## config.mk

```make
export PLATFORM = sky130hd
export DESIGN_NAME = lru_key_value_cache
export DESIGN_NICKNAME = d
export VERILOG_FILES = /design/src/rtl/lkvc_pkg.sv /design/src/rtl/lru_key_value_cache.sv /design/src/rtl/lkvc_cell.sv
export SDC_FILE = /design/constraint.sdc
export NUM_CORES = 2
export LEC_CHECK = 0
export ABC_AREA = 1
export BUFFER_PORTS_ARGS = -buffer_cell sky130_fd_sc_hd__buf_2
export CAP_MARGIN = 20
export CORE_MARGIN = 8
export CORE_UTILIZATION = 50
export DETAILED_ROUTE_END_ITERATION = 12
export PLACE_DENSITY = 0.67
export SETUP_SLACK_MARGIN = 0.02
export SLEW_MARGIN = 10
export SYNTH_ARGS = -nofsm -noshare
export SYNTH_HDL_FRONTEND = slang
export SYNTH_SLANG_ARGS = --single-unit
```

## constraint.sdc

```tcl
create_clock -name clk_i -period 7.7 [get_ports clk_i]
set_input_delay 1.54 -clock clk_i [delete_from_list [all_inputs] [get_ports clk_i]]
set_output_delay 1.54 -clock clk_i [all_outputs]
set_load 0.03 [all_outputs]
```

## src/rtl/lkvc_pkg.sv

```systemverilog
package lkvc_pkg;

  localparam int unsigned KEY_W = 32;
  localparam int unsigned VAL_W = 32;
  localparam int unsigned CFG_W = 5;
  localparam logic [CFG_W-1:0] CFG_RESET = 5'd16;
  localparam logic [VAL_W-1:0] MISS_VALUE = 32'hFFFF_FFFF;

  localparam int unsigned S_DATA_W = KEY_W + VAL_W;
  localparam int unsigned S_USER_W = 1;
  localparam int unsigned M_DATA_W = VAL_W + KEY_W;
  localparam int unsigned M_USER_W = 2;

  typedef enum logic {
    FUNC_GET = 1'b0,
    FUNC_PUT = 1'b1
  } func_e;

  typedef struct packed {
    logic valid;
    logic shift;
  } cell_ctrl_t;

endpackage

```

## src/rtl/lru_key_value_cache.sv

```systemverilog
// Fully associative key/value cache with least-recently-used replacement, built as a row of
// MAX_ENTRIES cells kept in recency order: cell 0 holds the most recent entry and the valid
// entries fill the row from cell 0 up. Every word on the input (tuser: func; tdata: key, then
// value) is compared against all cells in the cycle it is accepted, the row shifts by one cell
// to bring the touched or inserted entry to the front, and the result word appears on the
// output register in the next cycle. One word is taken per clock; the output register is the
// only stage, so the input stalls only while a finished result waits to be taken. The capacity
// register resets to 16, a value of 0 acts as 1 and a value above MAX_ENTRIES acts as
// MAX_ENTRIES; when the capacity is lowered below the fill level, each put that misses evicts
// one entry. The cache is empty right after reset with no clearing pass.
module lru_key_value_cache #(
  parameter int unsigned MAX_ENTRIES = 16
) (
  input  logic                                clk_i,
  input  logic                                rst_ni,
  input  logic                                cfg_we_i,
  input  logic [lkvc_pkg::CFG_W-1:0]          cfg_wdata_i,
  input  logic                                s_axis_tvalid,
  output logic                                s_axis_tready,
  // Fields from bit 0: key, value.
  input  logic [lkvc_pkg::S_DATA_W-1:0]       s_axis_tdata,
  // Fields from bit 0: func.
  input  logic [lkvc_pkg::S_USER_W-1:0]       s_axis_tuser,
  output logic                                m_axis_tvalid,
  input  logic                                m_axis_tready,
  // Fields from bit 0: read_value, evicted_key.
  output logic [lkvc_pkg::M_DATA_W-1:0]       m_axis_tdata,
  // Fields from bit 0: found, evicted.
  output logic [lkvc_pkg::M_USER_W-1:0]       m_axis_tuser
);

  localparam int unsigned KEY_W = lkvc_pkg::KEY_W;
  localparam int unsigned VAL_W = lkvc_pkg::VAL_W;
  localparam int unsigned CFG_W = lkvc_pkg::CFG_W;
  localparam int unsigned IDX_W = $clog2(MAX_ENTRIES);
  localparam int unsigned CNT_W = $clog2(MAX_ENTRIES + 1);
  localparam int unsigned CMP_W = ((CNT_W > CFG_W) ? CNT_W : CFG_W) + 1;

  logic [CFG_W-1:0] cap_d, cap_q;
  logic [CNT_W-1:0] count_d, count_q;
  logic             m_valid_d, m_valid_q;
  logic             found_d, found_q;
  logic             evicted_d, evicted_q;
  logic [VAL_W-1:0] read_value_d, read_value_q;
  logic [KEY_W-1:0] evicted_key_d, evicted_key_q;

  lkvc_pkg::func_e  func;
  logic [KEY_W-1:0] in_key;
  logic [VAL_W-1:0] in_value;
  logic             accept;

  lkvc_pkg::cell_ctrl_t ctrl [MAX_ENTRIES];
  logic [KEY_W-1:0] cell_key   [MAX_ENTRIES];
  logic [VAL_W-1:0] cell_value [MAX_ENTRIES];
  logic [MAX_ENTRIES-1:0] match;
  logic [MAX_ENTRIES-1:0] is_last;

  logic             hit;
  logic [IDX_W-1:0] hit_idx;
  logic [VAL_W-1:0] hit_value;
  logic [KEY_W-1:0] last_key;
  logic [CMP_W-1:0] cap_raw, cap_eff;
  logic             full;
  logic             evict;
  logic             insert;
  logic             update;
  logic [IDX_W-1:0] limit;
  logic [KEY_W-1:0] head_key;
  logic [VAL_W-1:0] head_value;

  assign func     = lkvc_pkg::func_e'(s_axis_tuser[0]);
  assign in_key   = s_axis_tdata[KEY_W-1:0];
  assign in_value = s_axis_tdata[KEY_W+VAL_W-1:KEY_W];
  assign s_axis_tready = !m_valid_q || m_axis_tready;
  assign accept   = s_axis_tvalid && s_axis_tready;

  for (genvar i = 0; i < MAX_ENTRIES; i++) begin : g_cell
    logic [KEY_W-1:0] left_key;
    logic [VAL_W-1:0] left_value;

    if (i == 0) begin : g_head
      assign left_key   = head_key;
      assign left_value = head_value;
    end else begin : g_body
      assign left_key   = cell_key[i-1];
      assign left_value = cell_value[i-1];
    end

    assign ctrl[i].valid = (CNT_W'(i) < count_q);
    assign ctrl[i].shift = update && (IDX_W'(i) <= limit);
    assign is_last[i]    = (CNT_W'(i + 1) == count_q);

    lkvc_cell u_cell (
      .clk_i       (clk_i),
      .ctrl_i      (ctrl[i]),
      .cmp_key_i   (in_key),
      .left_key_i  (left_key),
      .left_value_i(left_value),
      .key_o       (cell_key[i]),
      .value_o     (cell_value[i]),
      .match_o     (match[i])
    );
  end

  always_comb begin
    hit_idx   = '0;
    hit_value = '0;
    last_key  = '0;
    for (int i = 0; i < MAX_ENTRIES; i++) begin
      if (match[i]) begin
        hit_idx   = hit_idx | IDX_W'(i);
        hit_value = hit_value | cell_value[i];
      end
      if (is_last[i]) begin
        last_key = last_key | cell_key[i];
      end
    end
  end

  always_comb begin
    hit     = |match;
    cap_raw = CMP_W'(cap_q);
    if (cap_raw == '0) begin
      cap_eff = CMP_W'(1);
    end else if (cap_raw > CMP_W'(MAX_ENTRIES)) begin
      cap_eff = CMP_W'(MAX_ENTRIES);
    end else begin
      cap_eff = cap_raw;
    end
    full   = (CMP_W'(count_q) + CMP_W'(1)) > cap_eff;
    evict  = (func == lkvc_pkg::FUNC_PUT) && !hit && full && (count_q != '0);
    insert = (func == lkvc_pkg::FUNC_PUT) && !hit && !evict;
    update = accept && (hit || (func == lkvc_pkg::FUNC_PUT));

    if (hit) begin
      limit = hit_idx;
    end else if (evict) begin
      limit = IDX_W'(count_q - CNT_W'(1));
    end else begin
      limit = IDX_W'(count_q);
    end

    head_key   = in_key;
    head_value = (hit && (func == lkvc_pkg::FUNC_GET)) ? hit_value : in_value;
  end

  always_comb begin
    cap_d         = cap_q;
    count_d       = count_q;
    m_valid_d     = m_valid_q;
    found_d       = found_q;
    evicted_d     = evicted_q;
    read_value_d  = read_value_q;
    evicted_key_d = evicted_key_q;

    if (cfg_we_i) begin
      cap_d = cfg_wdata_i;
    end
    if (m_axis_tready) begin
      m_valid_d = 1'b0;
    end
    if (accept) begin
      m_valid_d     = 1'b1;
      found_d       = hit;
      evicted_d     = evict;
      evicted_key_d = evict ? last_key : '0;
      if (func == lkvc_pkg::FUNC_GET) begin
        read_value_d = hit ? hit_value : lkvc_pkg::MISS_VALUE;
      end else begin
        read_value_d = '0;
      end
      if (insert) begin
        count_d = count_q + CNT_W'(1);
      end
    end
  end

  always_ff @(posedge clk_i or negedge rst_ni) begin
    if (!rst_ni) begin
      cap_q     <= lkvc_pkg::CFG_RESET;
      count_q   <= '0;
      m_valid_q <= 1'b0;
    end else begin
      cap_q     <= cap_d;
      count_q   <= count_d;
      m_valid_q <= m_valid_d;
    end
  end

  always_ff @(posedge clk_i) begin
    found_q       <= found_d;
    evicted_q     <= evicted_d;
    read_value_q  <= read_value_d;
    evicted_key_q <= evicted_key_d;
  end

  assign m_axis_tvalid = m_valid_q;
  assign m_axis_tdata  = {evicted_key_q, read_value_q};
  assign m_axis_tuser  = {evicted_q, found_q};

endmodule

```

## src/rtl/lkvc_cell.sv

```systemverilog
module lkvc_cell (
  input  logic                       clk_i,
  input  lkvc_pkg::cell_ctrl_t       ctrl_i,
  input  logic [lkvc_pkg::KEY_W-1:0] cmp_key_i,
  input  logic [lkvc_pkg::KEY_W-1:0] left_key_i,
  input  logic [lkvc_pkg::VAL_W-1:0] left_value_i,
  output logic [lkvc_pkg::KEY_W-1:0] key_o,
  output logic [lkvc_pkg::VAL_W-1:0] value_o,
  output logic                       match_o
);

  logic [lkvc_pkg::KEY_W-1:0] key_d, key_q;
  logic [lkvc_pkg::VAL_W-1:0] value_d, value_q;

  always_comb begin
    key_d   = key_q;
    value_d = value_q;
    if (ctrl_i.shift) begin
      key_d   = left_key_i;
      value_d = left_value_i;
    end
  end

  always_ff @(posedge clk_i) begin
    key_q   <= key_d;
    value_q <= value_d;
  end

  assign key_o   = key_q;
  assign value_o = value_q;
  assign match_o = ctrl_i.valid && (key_q == cmp_key_i);

endmodule

```

==> results.py <==
metrics = {
    "power": {
        "power_density_mw_per_mm2": 314,
        "power_mw": 17.3,
        "p_leak_nw": 20.4,
        "ir_drop_mv": 0.273,
    },
    "setup_path": {
        "crit_end": "g_cell[13].u_cell.key_o[27]",
        "critPathLaunch": "s_axis_tdata[25]",
        "crit_fanout": 22,
        "r2r_start": "count_q[4]",
        "worstReg2RegEnd": "g_cell[4].u_cell.key_o[3]",
        "end_kind": "register",
        "worst-r2r-cell-count": 20,
        "r2r_setup_slack_ns": 2.50,
        "required_ns": 8.03,
        "critPathKind": "in2reg",
        "cp-start-kind": "input pin",
        "cp_data_arrival_time_ns": 6.14,
    },
    "placed_design": {
        "place_area_mm2": 0.0514,
        "port_buffers": 142,
        "dpl_worst_slack_ns": 1.40,
        "hpwl_mm": 164,
        "gp_congestion": 1.14,
        "dp_cells": 5544,
    },
    "layout": {
        "drive_gt1_frac": 0.112,
        "design_area_mm2": 0.0551,
        "final_net_count": 4467,
        "fin_cells": 5761,
        "area_delta_synth_final_pct": 12.6,
    },
    "routing": {
        "drc": 0,
        "first_pass_iters": 7,
        "wirelength_mm": 232,
        "drtIter0Drc": 7710,
        "vias_per_cell": 6.78,
        "vias": 39000,
        "wire_per_inst_um": 40.3,
        "final_antenna_net_count": 0,
    },
    "grt": {
        "antenna_found_initial": 18,
        "grt_usage": 0.418,
        "grt_overflow": 0,
        "grt_pass1_wl_mm": 308,
        "grt_pass1_vias": 35500,
        "grt_start_max_net_pins": 65,
    },
    "cts": {
        "postCtsSetupBuffers": 0,
        "cts_max_path_buffers": 3,
        "numCtsBuffers": 112,
        "cts_htree_levels": 3,
        "clk_latency_ns": 0.75,
        "cts_tree": "done",
        "clock-root-buffer": "clkbuf_16",
        "clkTransAtPathRegs_ns": 0.07,
        "cts_hold_buffers": 0,
        "ctsResizeCount": 0,
        "clock_sinks": 1101,
    },
    "timing": {
        "hold_viol": 0,
        "fmax_mhz": 172,
        "period_share": 0.754,
        "clock_skew_ns": 0.0588,
        "setup_violations": 0,
        "relSlewSlack": 0.163,
        "finalMaxSlewViolations": 0,
        "rsz0062_at_grt": "false",
        "period_minus_slack_ns": 5.81,
        "hold-worst-slack_ns": 0.429,
        "layout_setup_ws_ns": 1.89,
        "tightest_slew_ns": 1.25,
    },
    "synth": {
        "synth_warnings": 0,
        "syn_area_mm2": 0.0489,
        "ys.flop_type": "edfxtp_1",
        "ys_top_cells_by_area": "edfxtp_1, nand2_1, a22o_1",
        "synth_cells": 4215,
        "synth.largest_area_cell": "edfxtp_1",
        "yosysSeqAreaShare": 0.675,
        "synth.distinct_cells": 49,
        "avgSynthCellArea_um2": 11.6,
        "yosysTopAreaCellShare": 0.669,
        "syn_nets": 4299,
        "synth_edf_count": 1090,
        "synth_seq_cells": 1101,
        "ys_async_sr_fraction": 0.00999,
    },
    "die": {
        "ioPinCount": 143,
        "die_h_um": 329,
        "initial_core_util": 0.505,
        "die_x_um": 329,
        "core-area_mm2": 0.0969,
        "die_area_mm2": 0.108,
        "placementRows": 114,
    },
    "job": {
        "cap_violations": 0,
    },
    "outcome": {
        "outcome": "completed",
    },
    "hold_path": {
        "hold_class": "reg2reg",
        "min_from": "g_cell[8].u_cell.value_o[2]",
    },
}
cell families (layout without fill, tap and decap cells):
family	count (synthesis)	count (layout)	synth area share
simple gates	1647	1647	0.138
flops	1101	1101	0.675
compound gates	741	741	0.109
buf+inv	560	820	0.0483
xor+xnor	155	155	0.0277
fa+ha+maj	9	9	0.00230
mux	2	2	0.000460
other cells	0	10	0
sequential cells by signal, summed over array words and instances, names as in the netlist:
| name | cells |
|---|---|
| g_cell.u_cell.key_o | 512 |
| g_cell.u_cell.value_o | 512 |
| evicted_key_q | 32 |
| read_value_q | 32 |
| cap_q | 5 |
| count_q | 5 |
| evicted_q | 1 |
| found_q | 1 |
| m_axis_tvalid | 1 |
routing by layer:
layer	track usage	routed length, um	up-vias
met1	0.596	88200	19100
met2	0.570	92700	3834
met3	0.147	37200	678
met5	0.00589	141	-
met4	0.189	13800	12
li1	-	-	15400
power breakdown:
| group | total (mW) | switching [mW] | internal [mW] |
|---|---|---|---|
| registers | 8.09 | 0.579 | 7.51 |
| clock network | 5.48 | 2.44 | 3.04 |
| logic | 3.73 | 2.96 | 0.772 |
| total | 17.3 | 5.97 | 11.3 |
placed cells by master (no fill, tap or decap), types with 10 or more instances in the layout:
| cell | n |
|---|---|
| edfxtp_1 | 1090 |
| nand2_1 | 1067 |
| inv_1 | 328 |
| nor2_1 | 328 |
| a22o_1 | 217 |
| o21ai_0 | 187 |
| buf_2 | 142 |
| a221oi_1 | 126 |
| clkbuf_16 | 113 |
| xnor2_1 | 102 |
| buf_4 | 73 |
| nand3_1 | 66 |
| nand4_1 | 58 |
| xor2_1 | 53 |
| o22ai_1 | 52 |
| nor4_1 | 49 |
| o21ai_1 | 47 |
| inv_2 | 39 |
| clkbuf_1 | 33 |
| nor2_4 | 28 |
| clkinv_1 | 28 |
| a21oi_1 | 27 |
| clkinv_2 | 20 |
| a41oi_1 | 19 |
| buf_12 | 17 |
| nor2_2 | 14 |
| o211ai_1 | 11 |
| o221ai_1 | 11 |
| diode_2 | 10 |
| dfrtp_1 | 10 |
| bufinv_16 | 10 |
critical path, stage by stage:
cell and delay [ns]:
buf_2 0.51, inv_2 0.30, nand2_1 0.14, o21ai_1 0.13
nor2_1 0.26, nand2_1 0.09, nor2_1 0.09, nand3_1 0.27
nor2_4 0.53, nor2_1 0.07, nand2_1 0.13, nor2_4 0.06
nand2_4 0.12, nor2_4 0.05, nor2_4 0.15, buf_4 0.37
nand3_1 0.41, o21ai_4 0.30, buf_4 0.53
final cells by class:
| cell class | count | area (um2) |
|---|---|---|
| Antenna cell | 10 | 25.0 |
| Inverter | 381 | 1450 |
| Clock inverter | 60 | 623 |
| Tap cell | 1276 | 1600 |
| Multi-Input combinational cell | 2554 | 13800 |
| Timing Repair Buffer | 233 | 1630 |
| Clock buffer | 146 | 2950 |
| Sequential cell | 1101 | 33000 |
| Fill cell | 8069 | 41800 |
per-stage QoR:
stage,TNS [ns],util
global route,0,0.568
detailed placement,0,0.531
CTS,0,0.568
floorplan,-0.278,-
finish,0,0.569
global placement,0,0.531
worst min path at each step:
stage | end | slack [ns] | depth (start not counted)
finish | g_cell[9].u_cell.value_o[2] | 0.43 | 0
global route | g_cell[11].u_cell.key_o[3] | 0.45 | 0
CTS | g_cell[9].u_cell.value_o[2] | 0.43 | 0
detailed placement | g_cell[6].u_cell.value_o[20] | 0.43 | 0
global placement | g_cell[10].u_cell.value_o[15] | 0.43 | 0
floorplan | g_cell[10].u_cell.key_o[20] | 0.43 | 0
synthesized netlist by cell type, types with 3 or more instances:
master,number
a211oi_1,8
a21oi_1,27
nor2_1,350
buf_4,50
nand2_4,3
clkbuf_1,88
xnor2_1,102
o22ai_1,52
ha_1,9
buf_2,29
nand3_1,69
a31oi_1,4
buf_6,5
a32o_1,3
clkinv_1,8
o211ai_1,11
a221oi_1,126
nand2_2,8
dfrtp_1,10
nand2_1,1070
buf_1,7
nor4_1,49
nor3_1,3
xor2_1,53
edfxtp_1,1090
o221ai_1,11
inv_1,333
o21ai_1,50
a2111oi_0,7
a22o_1,217
and2_1,3
nor2_4,8
a22oi_1,8
nand4_1,58
o21ai_0,187
inv_2,40
a41oi_1,19
o2111ai_1,7
nor2_2,12
nand3b_1,9
No activity file was read; power rests on OpenSTA's default activity.
